### src/design/moc_pkg.sv
package moc_pkg;

  // default widest unpadded source row; the line store holds two entries more
  localparam int unsigned DEF_MAX_WIDTH = 1024;

  // fixed field widths
  localparam int unsigned SRC_W_W    = 11;
  localparam int unsigned ROW_W      = 12;
  localparam int unsigned CFG_DATA_W = 12;

  // largest source height that is honored
  localparam logic [ROW_W-1:0] HEIGHT_LIMIT = 12'd4094;

  // finished-pixel queue between line stage and output register
  localparam int unsigned QUEUE_DEPTH = 4;
  localparam int unsigned QCW         = $clog2(QUEUE_DEPTH + 1);
  localparam int unsigned QAW         = $clog2(QUEUE_DEPTH);

  typedef enum logic {
    REG_SOURCE_WIDTH  = 1'b0,
    REG_SOURCE_HEIGHT = 1'b1
  } cfg_reg_e;

  // one finished pixel position, column travels beside it
  typedef struct packed {
    logic [ROW_W-1:0] row;
    logic             contour;
    logic             center;
    logic             last_row;
    logic             last_col;
  } rec_t;

  typedef struct packed {
    logic s1_valid;
    logic push;
  } line_status_t;

  typedef struct packed {
    logic [QCW-1:0] count;
  } emit_status_t;

endpackage

### src/design/moc_ram.sv
module moc_ram #(
  parameter int unsigned WIDTH = 2,
  parameter int unsigned DEPTH = 1026,
  localparam int unsigned AW = $clog2(DEPTH)
) (
  input  logic             clk_i,
  input  logic             we_i,
  input  logic [AW-1:0]    waddr_i,
  input  logic [WIDTH-1:0] wdata_i,
  input  logic [AW-1:0]    raddr_i,
  output logic [WIDTH-1:0] rdata_o
);

  logic [WIDTH-1:0] mem [DEPTH];
  logic [WIDTH-1:0] rdata_q;

  always_ff @(posedge clk_i) begin
    if (we_i) begin
      mem[waddr_i] <= wdata_i;
    end
    rdata_q <= mem[raddr_i];
  end

  assign rdata_o = rdata_q;

endmodule

### src/design/moc_line.sv
module moc_line #(
  parameter int unsigned MAX_WIDTH = moc_pkg::DEF_MAX_WIDTH,
  localparam int unsigned ColW = $clog2(MAX_WIDTH + 2)
) (
  input  logic                              clk_i,
  input  logic                              rst_ni,
  input  logic                              cfg_we_i,
  input  logic                              cfg_index_i,
  input  logic [moc_pkg::CFG_DATA_W-1:0]    cfg_data_i,
  input  logic                              in_valid_i,
  input  logic                              pixel_visible_i,
  output logic                              in_stall_o,
  input  moc_pkg::emit_status_t             emit_status_i,
  output moc_pkg::line_status_t             status_o,
  output logic [ColW-1:0]                   push_col_o,
  output moc_pkg::rec_t                     push_rec_o
);

  import moc_pkg::*;

  logic [SRC_W_W-1:0] src_w_q;
  logic [ROW_W-1:0]   src_h_q;
  logic [ColW-1:0]    col_q;
  logic [ROW_W-1:0]   row_q;
  logic               left_q;

  logic [ColW-1:0]    eff_w, last_col, c_eff, raddr;
  logic [ROW_W-1:0]   eff_h, last_row, r_eff;
  logic               accept;
  logic               a_first, a_last_row, a_last_col;
  logic [QCW:0]       load;

  // stage 1: store read data is valid here
  logic               s1_valid_q;
  logic [ColW-1:0]    s1_col_q;
  logic [ROW_W-1:0]   s1_row_q;
  logic               s1_cur_q, s1_first_q, s1_up_ok_q, s1_last_row_q, s1_last_col_q;

  // store entry of the stage-1 pixel, read one pixel early as the right neighbor
  logic [1:0]         ahead_q;

  logic [1:0]         rdata, wdata, old;
  logic               push, center, up, right;

  always_comb begin
    if (src_w_q == '0) begin
      eff_w = ColW'(1);
    end else if (32'(src_w_q) > MAX_WIDTH) begin
      eff_w = ColW'(MAX_WIDTH);
    end else begin
      eff_w = ColW'(src_w_q);
    end
    if (src_h_q == '0) begin
      eff_h = ROW_W'(1);
    end else if (src_h_q > HEIGHT_LIMIT) begin
      eff_h = HEIGHT_LIMIT;
    end else begin
      eff_h = src_h_q;
    end
  end

  assign last_col = eff_w + ColW'(1);
  assign last_row = eff_h + ROW_W'(1);
  assign c_eff    = (col_q > last_col) ? last_col : col_q;
  assign r_eff    = (row_q > last_row) ? last_row : row_q;

  assign a_first    = (r_eff == '0);
  assign a_last_row = (r_eff >= last_row);
  assign a_last_col = (c_eff >= last_col);

  // every item in flight holds a queue slot in reserve
  assign load = (QCW+1)'(emit_status_i.count) + (QCW+1)'(s1_valid_q);
  assign in_stall_o = (load >= (QCW+1)'(QUEUE_DEPTH));
  assign accept     = in_valid_i && !in_stall_o;

  always_ff @(posedge clk_i or negedge rst_ni) begin
    if (!rst_ni) begin
      src_w_q <= SRC_W_W'(1);
      src_h_q <= ROW_W'(1);
      col_q   <= '0;
      row_q   <= '0;
    end else if (cfg_we_i) begin
      unique case (cfg_reg_e'(cfg_index_i))
        REG_SOURCE_WIDTH:  src_w_q <= cfg_data_i[SRC_W_W-1:0];
        REG_SOURCE_HEIGHT: src_h_q <= cfg_data_i[ROW_W-1:0];
        default: ;
      endcase
      col_q <= '0;
      row_q <= '0;
    end else if (accept) begin
      if (a_last_col) begin
        col_q <= '0;
        row_q <= a_last_row ? '0 : r_eff + ROW_W'(1);
      end else begin
        col_q <= c_eff + ColW'(1);
        row_q <= r_eff;
      end
    end
  end

  always_ff @(posedge clk_i or negedge rst_ni) begin
    if (!rst_ni) begin
      s1_valid_q <= 1'b0;
    end else begin
      s1_valid_q <= accept;
    end
  end

  always_ff @(posedge clk_i) begin
    if (accept) begin
      s1_col_q      <= c_eff;
      s1_row_q      <= r_eff;
      // border positions are forced invisible
      s1_cur_q      <= pixel_visible_i && !a_first && !a_last_row && (c_eff != '0) && !a_last_col;
      s1_first_q    <= a_first;
      s1_up_ok_q    <= (r_eff >= ROW_W'(2));
      s1_last_row_q <= a_last_row;
      s1_last_col_q <= a_last_col;
    end
  end

  // read the entry right of the pixel, nothing past the last column
  assign raddr = a_last_col ? '0 : c_eff + ColW'(1);

  moc_ram #(
    .WIDTH(2),
    .DEPTH(MAX_WIDTH + 2)
  ) u_row_store (
    .clk_i   (clk_i),
    .we_i    (s1_valid_q),
    .waddr_i (s1_col_q),
    .wdata_i (wdata),
    .raddr_i (raddr),
    .rdata_o (rdata)
  );

  always_ff @(posedge clk_i) begin
    if (s1_valid_q) begin
      ahead_q <= rdata;
    end
  end

  // column zero is border: its entry only ever holds zero
  assign old    = (s1_col_q == '0) ? 2'b00 : ahead_q;
  // bit 0 previous row, bit 1 the row before
  assign wdata  = s1_first_q ? 2'b00 : {old[0], s1_cur_q};
  assign push   = s1_valid_q && !s1_first_q;
  assign center = old[0];
  assign up     = s1_up_ok_q && old[1];
  assign right  = !s1_last_col_q && rdata[0];

  always_ff @(posedge clk_i or negedge rst_ni) begin
    if (!rst_ni) begin
      left_q <= 1'b0;
    end else if (cfg_we_i) begin
      left_q <= 1'b0;
    end else if (s1_valid_q) begin
      left_q <= (s1_first_q || s1_last_col_q) ? 1'b0 : old[0];
    end
  end

  assign push_col_o          = s1_col_q;
  assign push_rec_o.row      = s1_row_q;
  assign push_rec_o.contour  = !center && (s1_cur_q || up || left_q || right);
  assign push_rec_o.center   = center;
  assign push_rec_o.last_row = s1_last_row_q;
  assign push_rec_o.last_col = s1_last_col_q;

  assign status_o.s1_valid = s1_valid_q;
  assign status_o.push     = push;

endmodule

### src/design/moc_emit.sv
module moc_emit #(
  parameter int unsigned MAX_WIDTH = moc_pkg::DEF_MAX_WIDTH,
  localparam int unsigned ColW = $clog2(MAX_WIDTH + 2)
) (
  input  logic                         clk_i,
  input  logic                         rst_ni,
  input  moc_pkg::line_status_t        line_status_i,
  input  logic [ColW-1:0]              push_col_i,
  input  moc_pkg::rec_t                push_rec_i,
  output moc_pkg::emit_status_t        status_o,
  output logic                         out_valid_o,
  input  logic                         out_stall_i,
  output logic                         contour_o,
  output logic [ColW-1:0]              out_column_o,
  output logic [moc_pkg::ROW_W-1:0]    out_row_o,
  output logic                         frame_last_o
);

  import moc_pkg::*;

  logic [ColW-1:0] q_col [QUEUE_DEPTH];
  rec_t            q_rec [QUEUE_DEPTH];
  logic [QAW-1:0]  wr_ptr_q, rd_ptr_q;
  logic [QCW-1:0]  count_q;
  logic            second_q;

  logic            out_valid_q, contour_q, last_q;
  logic [ColW-1:0] col_q;
  logic [ROW_W-1:0] row_q;

  logic            head_valid, load, pop;
  logic [ColW-1:0] head_col;
  rec_t            head_rec;

  assign head_valid = (count_q != '0);
  assign head_col   = q_col[rd_ptr_q];
  assign head_rec   = q_rec[rd_ptr_q];
  assign load       = head_valid && (!out_valid_q || !out_stall_i);
  // last padded row gives a second result for its own position
  assign pop        = load && (second_q || !head_rec.last_row);

  always_ff @(posedge clk_i) begin
    if (line_status_i.push) begin
      q_col[wr_ptr_q] <= push_col_i;
      q_rec[wr_ptr_q] <= push_rec_i;
    end
  end

  always_ff @(posedge clk_i or negedge rst_ni) begin
    if (!rst_ni) begin
      wr_ptr_q    <= '0;
      rd_ptr_q    <= '0;
      count_q     <= '0;
      second_q    <= 1'b0;
      out_valid_q <= 1'b0;
    end else begin
      if (line_status_i.push) begin
        wr_ptr_q <= (wr_ptr_q == QAW'(QUEUE_DEPTH - 1)) ? '0 : wr_ptr_q + QAW'(1);
      end
      if (pop) begin
        rd_ptr_q <= (rd_ptr_q == QAW'(QUEUE_DEPTH - 1)) ? '0 : rd_ptr_q + QAW'(1);
      end
      count_q <= count_q + QCW'(line_status_i.push) - QCW'(pop);
      if (load) begin
        second_q <= !pop;
      end
      if (load) begin
        out_valid_q <= 1'b1;
      end else if (!out_stall_i) begin
        out_valid_q <= 1'b0;
      end
    end
  end

  always_ff @(posedge clk_i) begin
    if (load) begin
      col_q <= head_col;
      if (second_q) begin
        contour_q <= head_rec.center;
        row_q     <= head_rec.row;
        last_q    <= head_rec.last_col;
      end else begin
        contour_q <= head_rec.contour;
        row_q     <= head_rec.row - ROW_W'(1);
        last_q    <= 1'b0;
      end
    end
  end

  assign status_o.count = count_q;
  assign out_valid_o    = out_valid_q;
  assign contour_o      = contour_q;
  assign out_column_o   = col_q;
  assign out_row_o      = row_q;
  assign frame_last_o   = last_q;

endmodule

### src/design/mask_outer_contour.sv
// channel   direction  handshake                 payload
// config    in         cfg_we_i                  cfg_index_i, cfg_data_i
// pixel     in         in_valid_i / in_stall_o   pixel_visible_i
// result    out        out_valid_o / out_stall_i contour_o, out_column_o, out_row_o, frame_last_o
//
// one pixel request per cycle while in_stall_o is low; inputs of the last padded row give two results each
//   and hold their queue entry until the single-result output register has taken both
// the first result of a request passes stage 1 and the queue into the output register after the request is accepted
// the line store is one 2-bit-wide ram read once and written once per pixel
// reset needs no clearing pass: the first padded row overwrites every store entry it reads
// input stall comes from registers only: a four-entry queue reserves a slot per pixel in flight
module mask_outer_contour #(
  parameter int unsigned MAX_WIDTH = moc_pkg::DEF_MAX_WIDTH,
  localparam int unsigned ColW = $clog2(MAX_WIDTH + 2)
) (
  input  logic                           clk_i,
  input  logic                           rst_ni,
  input  logic                           cfg_we_i,
  input  logic                           cfg_index_i,
  input  logic [moc_pkg::CFG_DATA_W-1:0] cfg_data_i,
  input  logic                           in_valid_i,
  output logic                           in_stall_o,
  input  logic                           pixel_visible_i,
  output logic                           out_valid_o,
  input  logic                           out_stall_i,
  output logic                           contour_o,
  output logic [ColW-1:0]                out_column_o,
  output logic [moc_pkg::ROW_W-1:0]      out_row_o,
  output logic                           frame_last_o
);

  import moc_pkg::*;

  line_status_t    line_status;
  emit_status_t    emit_status;
  logic [ColW-1:0] push_col;
  rec_t            push_rec;

  // line stage: counters, border forcing, row store read-modify-write,
  // with the right neighbor read one pixel ahead of its use
  moc_line #(
    .MAX_WIDTH(MAX_WIDTH)
  ) u_line (
    .clk_i           (clk_i),
    .rst_ni          (rst_ni),
    .cfg_we_i        (cfg_we_i),
    .cfg_index_i     (cfg_index_i),
    .cfg_data_i      (cfg_data_i),
    .in_valid_i      (in_valid_i),
    .pixel_visible_i (pixel_visible_i),
    .in_stall_o      (in_stall_o),
    .emit_status_i   (emit_status),
    .status_o        (line_status),
    .push_col_o      (push_col),
    .push_rec_o      (push_rec)
  );

  // finished pixels queue up and leave one result per cycle while out_stall_i is low
  moc_emit #(
    .MAX_WIDTH(MAX_WIDTH)
  ) u_emit (
    .clk_i         (clk_i),
    .rst_ni        (rst_ni),
    .line_status_i (line_status),
    .push_col_i    (push_col),
    .push_rec_i    (push_rec),
    .status_o      (emit_status),
    .out_valid_o   (out_valid_o),
    .out_stall_i   (out_stall_i),
    .contour_o     (contour_o),
    .out_column_o  (out_column_o),
    .out_row_o     (out_row_o),
    .frame_last_o  (frame_last_o)
  );

  logic [QCW:0] in_flight;
  assign in_flight = (QCW+1)'(emit_status.count) + (QCW+1)'(line_status.s1_valid);

  // an accepted pixel reaches the store stage on the next cycle
  a_accept_to_s1: assert property (@(posedge clk_i) disable iff (!rst_ni)
    in_valid_i && !in_stall_o |=> line_status.s1_valid)
    else $error("accepted pixel did not reach store stage");

  // the slot reservation keeps the queue from overflowing
  a_no_overflow: assert property (@(posedge clk_i) disable iff (!rst_ni)
    line_status.push |-> emit_status.count < QCW'(QUEUE_DEPTH))
    else $error("push into full queue");

  a_credit: assert property (@(posedge clk_i) disable iff (!rst_ni)
    in_flight <= (QCW+1)'(QUEUE_DEPTH))
    else $error("more pixels in flight than queue slots");

  // the frame ends on the bottom right corner, never on row or column zero
  a_frame_last: assert property (@(posedge clk_i) disable iff (!rst_ni)
    out_valid_o && frame_last_o |-> out_row_o != '0 && out_column_o != '0)
    else $error("frame end flagged off the last corner");

endmodule
### config.mk
export PLATFORM = sky130hd
export DESIGN_NAME = mask_outer_contour
export DESIGN_NICKNAME = d
export VERILOG_FILES = /design/src/design/moc_pkg.sv /design/src/design/moc_ram.sv /design/src/design/moc_line.sv /design/src/design/moc_emit.sv /design/src/design/mask_outer_contour.sv
export SDC_FILE = /design/constraint.sdc
export NUM_CORES = 2
export LEC_CHECK = 0
export BUFFER_PORTS_ARGS = -buffer_cell sky130_fd_sc_hd__buf_2
export CORE_ASPECT_RATIO = 0.9
export CORE_MARGIN = 1
export CORE_UTILIZATION = 30
export DETAILED_ROUTE_END_ITERATION = 8
export HOLD_SLACK_MARGIN = 0.15
export PLACE_DENSITY = 0.43
export RECOVER_POWER = 100
export SETUP_SLACK_MARGIN = 0.1
export SYNTH_ARGS = -nofsm -noshare
export SYNTH_HDL_FRONTEND = slang
export SYNTH_SLANG_ARGS = --single-unit
### constraint.sdc
create_clock -name clk_i -period 34.7 [get_ports clk_i]
set_input_delay 8.675 -clock clk_i [delete_from_list [all_inputs] [get_ports clk_i]]
set_output_delay 8.675 -clock clk_i [all_outputs]
set_load 0.02 [all_outputs]
* Yosys cells after proc, flatten, opt, wreduce, memory -nomap -nowiden *
Memory sizes are Yosys's and may differ from the RTL's. A register that Yosys moved wholly into a read port is not among the register bits.
Cells that the tools add are included.
W data, S select, Z words.

word-level totals
  register bits after elaboration = 101
  bits in latches = 0
  RAM bits = 2,160
  memory bits (read-only) = 0
  bits of input ports = 19
  output and inout port bits = 27
  word-level logic and storage cells = 113
  memories = 3

memory list
  memory                  words  width  read ports  clocked after Yosys merged registers in  wr ports  line            source
  u_line.u_row_store.mem  1,026  2      1           1                                        1         moc_ram.sv:14   logic [WIDTH-1:0] mem [DEPTH];
  u_emit.q_rec            4      16     1           0                                        1         moc_emit.sv:22  rec_t q_rec [QUEUE_DEPTH];
  u_emit.q_col            4      11     1           1                                        1         moc_emit.sv:21  logic [ColW-1:0] q_col [QUEUE_DEPTH];

operators by class
  add/sub/neg operators = 10
  multipliers = 0
  divide/modulo/power cells = 0
  order comparisons = 8
  equality and inequality tests = 3
  shift operators = 0
  multiplexer cells = 28
  bitwise logic cells = 1
  reductions and logical operators = 38

operators with widths
  operator                 count
  $mux W12                 8
  $mux W11                 6
  $add A12 B1 Y12 const B  2
  $logic_not A12 Y1        2
  $add A11 B1 Y11 const B  2
  $logic_not A11 Y1        2
  $ge A12 B12 Y1           1
  $ge A12 B2 Y1 const B    1
  $gt A12 B12 Y1           1
  $gt A12 B12 Y1 const B   1
  $sub A12 B1 Y12 const B  1
  $ge A11 B11 Y1           1
  $gt A11 B11 Y1           1
  $gt A11 B11 Y1 const B   1
  $logic_and A1 B1 Y1      11
  $logic_not A1 Y1         11
  $reduce_bool A11 Y1      1
  $mux W1                  10
  $mux W2                  4
  $logic_or A1 B1 Y1       6
  $add A2 B1 Y2 const B    2
  $add A3 B1 Y4            1
  $eq A2 B2 Y1 const B     2
  $ge A4 B3 Y1 const B     1
  other kinds (7)          9

* Depth between registers and ports, before layout *
  word-level depth = 12
  gate-level depth with buffers = 45
  mapped depth without buffers = 39

* Hierarchy *
From an unflattened synthesis, not the netlist that was laid out.

unflattened totals
  cells, all modules = 5,663
  area, all modules = 94,894.8 µm²

modules (own cells, without submodules)
  module    instances  cells each  area each (µm²)
  moc_ram   1          4,813       83,832.9
  moc_line  1          604         5,632.9
  moc_emit  1          246         5,429.0

* Least setup slack after synthesis *
OpenSTA, ideal clock, no wires.

  kind = register to register
  from = reg u_line.s1_col_q[5] (netlist: u_line.push_col_o[5])
  to = mem u_line.u_row_store.mem[0][1], data pin
  library setup time = 5,214 ps
  arrival = 25,892 ps
  data required time = 29,486 ps
  slack = 3,594 ps
  stages on the path, launching flop included = 6
  path buffers = 0
  period minus slack after synthesis = 31,106 ps
  path through = edfxtp_1 > nor3_1 > nand2_1 > or4_1 > and2_1 > nor2b_1

RTL lines
  what                    line             source
  from (decl)             moc_line.sv:35   logic [ColW-1:0] s1_col_q;
  from (signal assigned)  moc_line.sv:111  s1_col_q <= c_eff;
  to (decl)               moc_ram.sv:14

* Final worst setup path *
  from = reg u_line.src_w_q[6]
  to = reg u_line.u_row_store.rdata_q[1] (netlist: u_line.u_row_store.rdata_o[1]) (read register of u_line.u_row_store.mem)

between the ends
  longest elaborated chain between the ends = 8
  elaborated cells on any way between the ends = 10
  classes of those cells = add/sub: 2; order compare: 3; mux: 4; reduce/logical: 1

RTL lines
  what                                               line                             source
  from (decl)                                        moc_line.sv:21                   logic [SRC_W_W-1:0] src_w_q;
  from (signal assigned)                             moc_line.sv:84                   REG_SOURCE_WIDTH: src_w_q <= cfg_data_i[SRC_W_W-1:0];
  $gt A11 B11 Y1                                     moc_line.sv:48                   end else if (32'(src_w_q) > MAX_WIDTH) begin
  $mux W11                                           moc_line.sv:48
  $mux W11 (*)                                       moc_line.sv:46                   if (src_w_q == '0) begin
  $add A11 B1 Y11 (*)                                moc_line.sv:62                   assign last_col = eff_w + ColW'(1);
  $gt A11 B11 Y1                                     moc_line.sv:64                   assign c_eff = (col_q > last_col) ? last_col : col_q;
  $mux W11 (*)                                       moc_line.sv:64
  named net u_line.c_eff[2]                          moc_line.sv:27                   logic [ColW-1:0] eff_w, last_col, c_eff, raddr;
  $add A11 B1 Y11 or $ge A11 B11 Y1 (tied branches)  moc_line.sv:123, moc_line.sv:69
  $mux W11 (*)                                       moc_line.sv:123                  assign raddr = a_last_col ? '0 : c_eff + ColW'(1);
  to (decl)                                          moc_ram.sv:15                    logic [WIDTH-1:0] rdata_q;

Mark *: on every way through the listed nets, which the timed path passes. The rest lies on a longest branch.
A chain may end at the register's enable or synchronous reset.

==> results.yml <==
power_and_ir_drop:
  p_switching_mw: 2.84
  intPower_mw: 5.08
  clock_power_share_pct: 32.0
  p_seq_share_pct: 39.6
  vdd_drop_max_mv: 0.101
  power_frac_comb_pct: 28.4
  swShare_pct: 35.8
  total_power_mw: 7.92
  p_leak_nw: 34.5
  p_per_area_mw_per_mm2: 73.0
layout:
  nets: 7768
  drive_above_1_share_pct: 7.34
  nFillCells: 32000
  fin_cells: 12200
  area_growth_pct: 12.1
die:
  start_util_pct: 30.2
  rows: 197
  die_y_um: 541
  ios: 46
  die-area_mm2: 0.325
  fp.coreArea_mm2: 0.320
  fp.dieW_um: 601
global_routing:
  grt_first_pass_wirelength_um: 513000
  grt-ovfl-total: 0
  track_usage_pct: 22.0
  antenna_found_initial: 41
  grt_start_max_net_pins: 212
  first_global_vias: 65000
detailed_routing:
  drcViolationCount: 8
  drtIter0Drc: 8561
  detail-route-antenna-nets: 0
  vias: 66700
  wl_per_cell_um: 30.2
  routed_wl_um: 368000
  first_pass_iters: 8
  vias_per_cell: 5.48
worst_setup_path:
  critical_path_required_ns: 35.42
  critPathTopFamily: "buffers and inverters"
  max_stage_delay_ns: 4.13
  critical_path_class: "reg -> reg"
  worst-r2r-setup-slack_ns: 14.20
  crit_slowest_cell: "nor2_1"
  crit_path_end_kind: "register"
  cp-start-kind: "register"
  path_max_fanout: 71
  worstPathArrival_ns: 21.22
  cp.buffers_inverters: 5
timing:
  period_share_pct: 59.1
  rsz0062_at_grt: "false"
  timing.final.ws_setup_ns: 14.20
  slew_violations: 4556
  maxSlewHeadroom_pct: -608
  max_freq_mhz: 48.8
  min_period_ns: 20.50
  tightest_slew_ns: 10.62
  setup_tns_ns: 0
  finClkSkew_ns: 0.0570
  finalHoldViolations: 0
  setup_viol: 0
placed_design:
  pre_cts_slack_ns: 23.06
  dp_hpwl_um: 200000
  portBuffers: 45
  place_congestion: 0.815
  dp_cells: 11700
yosys:
  synth-seq-cells: 2274
  synth_top_area_share_pct: 68.7
  synth_largest_area_cell: "edfxtp_1"
  syn_area_per_cell_um2: 12.4
  synth_ff_type: "edfxtp_1"
  synth-async-reset-ratio_pct: 2.51
  synth_nets: 7899
  synthCells: 7826
  synthTopCellsByCount: "edfxtp_1 (2215), nand2_1 (1240), nor2_1 (1216), nand3_1 (314), clkbuf_1 (292)"
  synth.area.top_cells: "edfxtp_1 (69%), nand2_1 (4.8%), nor2_1 (4.7%), nand3_1 (1.6%), mux2i_1 (1.6%)"
  synth_edf_count: 2215
  synth_area_mm2: 0.0968
  ys_warn_count: 0
  yosysSeqAreaShare_pct: 70.3
  synth_most_common_cell: "edfxtp_1"
  ys_types: 92
job:
  maxCapViolations: 118
clock_network:
  clock-sinks: 2274
  cts_hold_buf: 0
  cts_root_buf: "clkbuf_16"
  cts_resized: 0
  cts_tree: "yes"
  htree_levels: 4
  insertion_delay_ns: 0.93
  numCtsBuffers: 247
  post_cts_buffers: 0
  clkTransAtPathRegs_ns: 0.06
  clockBufferDepth: 4
outcome:
  violations: "DRC, capacitance limit, slew limit"
  status: "finished with violations"
worst_hold_path:
  hold_class: "reg -> reg"
registers in the layout, indices dropped and copies added, names as in the netlist, 2 cells and up:
register,count
u_line.src_w_q,11
u_emit.status_o,3
u_line.col_q,11
u_line.s1_row_q,12
u_line.u_row_store.mem,2052
u_emit.rd_ptr_q,2
u_line.ahead_q,2
u_line.push_col_o,11
u_line.src_h_q,12
u_emit.out_column_o,11
u_line.u_row_store.rdata_o,2
u_line.row_q,12
u_emit.wr_ptr_q,2
u_emit.out_row_o,12
u_emit.q_col,44
u_emit.q_rec,64
final timing paths:
check | startpoint | endpoint | cells after the start
worst max-delay path | u_line.src_w_q[6]$_DFFE_PN0P_ | u_line.u_row_store.rdata_o[1]$_DFF_P_ | 32
worst min-delay path | u_line.s1_row_q[4]$_DFFE_PP_ | u_emit.q_rec[0][8]$_DFFE_PP_ | 0
worst max register to register | u_line.src_w_q[6]$_DFFE_PN0P_ | u_line.u_row_store.rdata_o[1]$_DFF_P_ | 32
worst min register to register | u_line.s1_row_q[4]$_DFFE_PP_ | u_emit.q_rec[0][8]$_DFFE_PP_ | 0
max in group asynchronous | rst_ni | u_emit.rd_ptr_q[0]$_DFFE_PN0P_ | 2
min in group asynchronous | rst_ni | u_line.row_q[9]$_DFFE_PN0P_ | 2
final cells by class:
class                   instances  area, um^2  area share, %
clock inverters               133         963          0.888
flip-flops and latches       2274       68000           62.7
diodes                          5        12.5         0.0115
clock buffers                 314        6560           6.05
well taps                    4278        5350           4.93
multi-input cells            4862       25900           23.9
repair buffers                240        1390           1.28
inverters                      70         272          0.250
metal layers:
metal	track usage, %	up-vias	wire, um
met5	0	-	119
met4	5.68	16	9400
met3	3.84	467	29700
met2	34.3	2977	165000
met1	31.6	34500	163000
li1	-	28700	-
kinds of logic (layout without fill, tap and decap cells):
kind of cell             count (synthesis)  in the layout  synth area share, %
AO/OA/AOI/OAI                         1270           1270                 8.54
adder cells (fa/ha/maj)                 54             54                0.706
other                                    0              5                    0
multiplexers                           216            216                 2.69
AND/OR/NAND/NOR                       3277           3277                 14.3
buffers and inverters                  690            757                 3.06
XOR/XNOR                                45             45                0.435
flip-flops                            2274           2274                 70.3
stage by stage:
step	hold WS [ns]	area [um^2]	utilization, %
2_1_floorplan	0.386	96800	-
3_3_place_gp	0.479	102000	31.7
3_5_place_dp	0.491	102000	31.7
4_1_cts	0.489	109000	34.1
5_1_grt	0.515	108000	33.9
6_report	0.504	108000	33.9
cell usage in the layout, fill, tap and decap left out, types with 16 or more instances in the layout:
cell	netlist	layout
o221ai_1	76	77
a31oi_1	129	129
inv_1	66	66
mux2i_1	150	150
a221oi_1	17	17
a22oi_1	53	53
clkinv_1	1	65
nor4_1	21	19
xnor2_1	32	32
nor3_1	167	167
clkbuf_16	0	252
nand2_1	1240	1237
mux4_2	32	32
nand4_1	38	38
clkinv_2	0	46
mux2_2	33	32
o22ai_1	194	194
and3_1	81	80
clkbuf_1	292	189
nand3_1	314	314
ha_1	53	53
buf_2	203	16
a21oi_1	250	248
a311oi_1	64	63
edfxtp_1	2215	2215
nor2_1	1216	1212
dfrtp_1	55	54
o221a_2	27	27
o211ai_1	32	32
or3_1	112	111
o21ai_0	272	273
a211oi_1	24	24
buf_4	16	86
power groups by stage:
stage                     combinational (mW)  clock [mW]  sequential [mW]
after global placement                  2.26           0             3.18
after CTS                               2.26        2.58             3.13
after floorplan                         1.30           0             3.21
after global routing                    2.38        2.67             3.14
final                                   2.25        2.53             3.13
after detailed placement                2.25           0             3.18
Note: power is estimated with default switching activity, not from simulation.
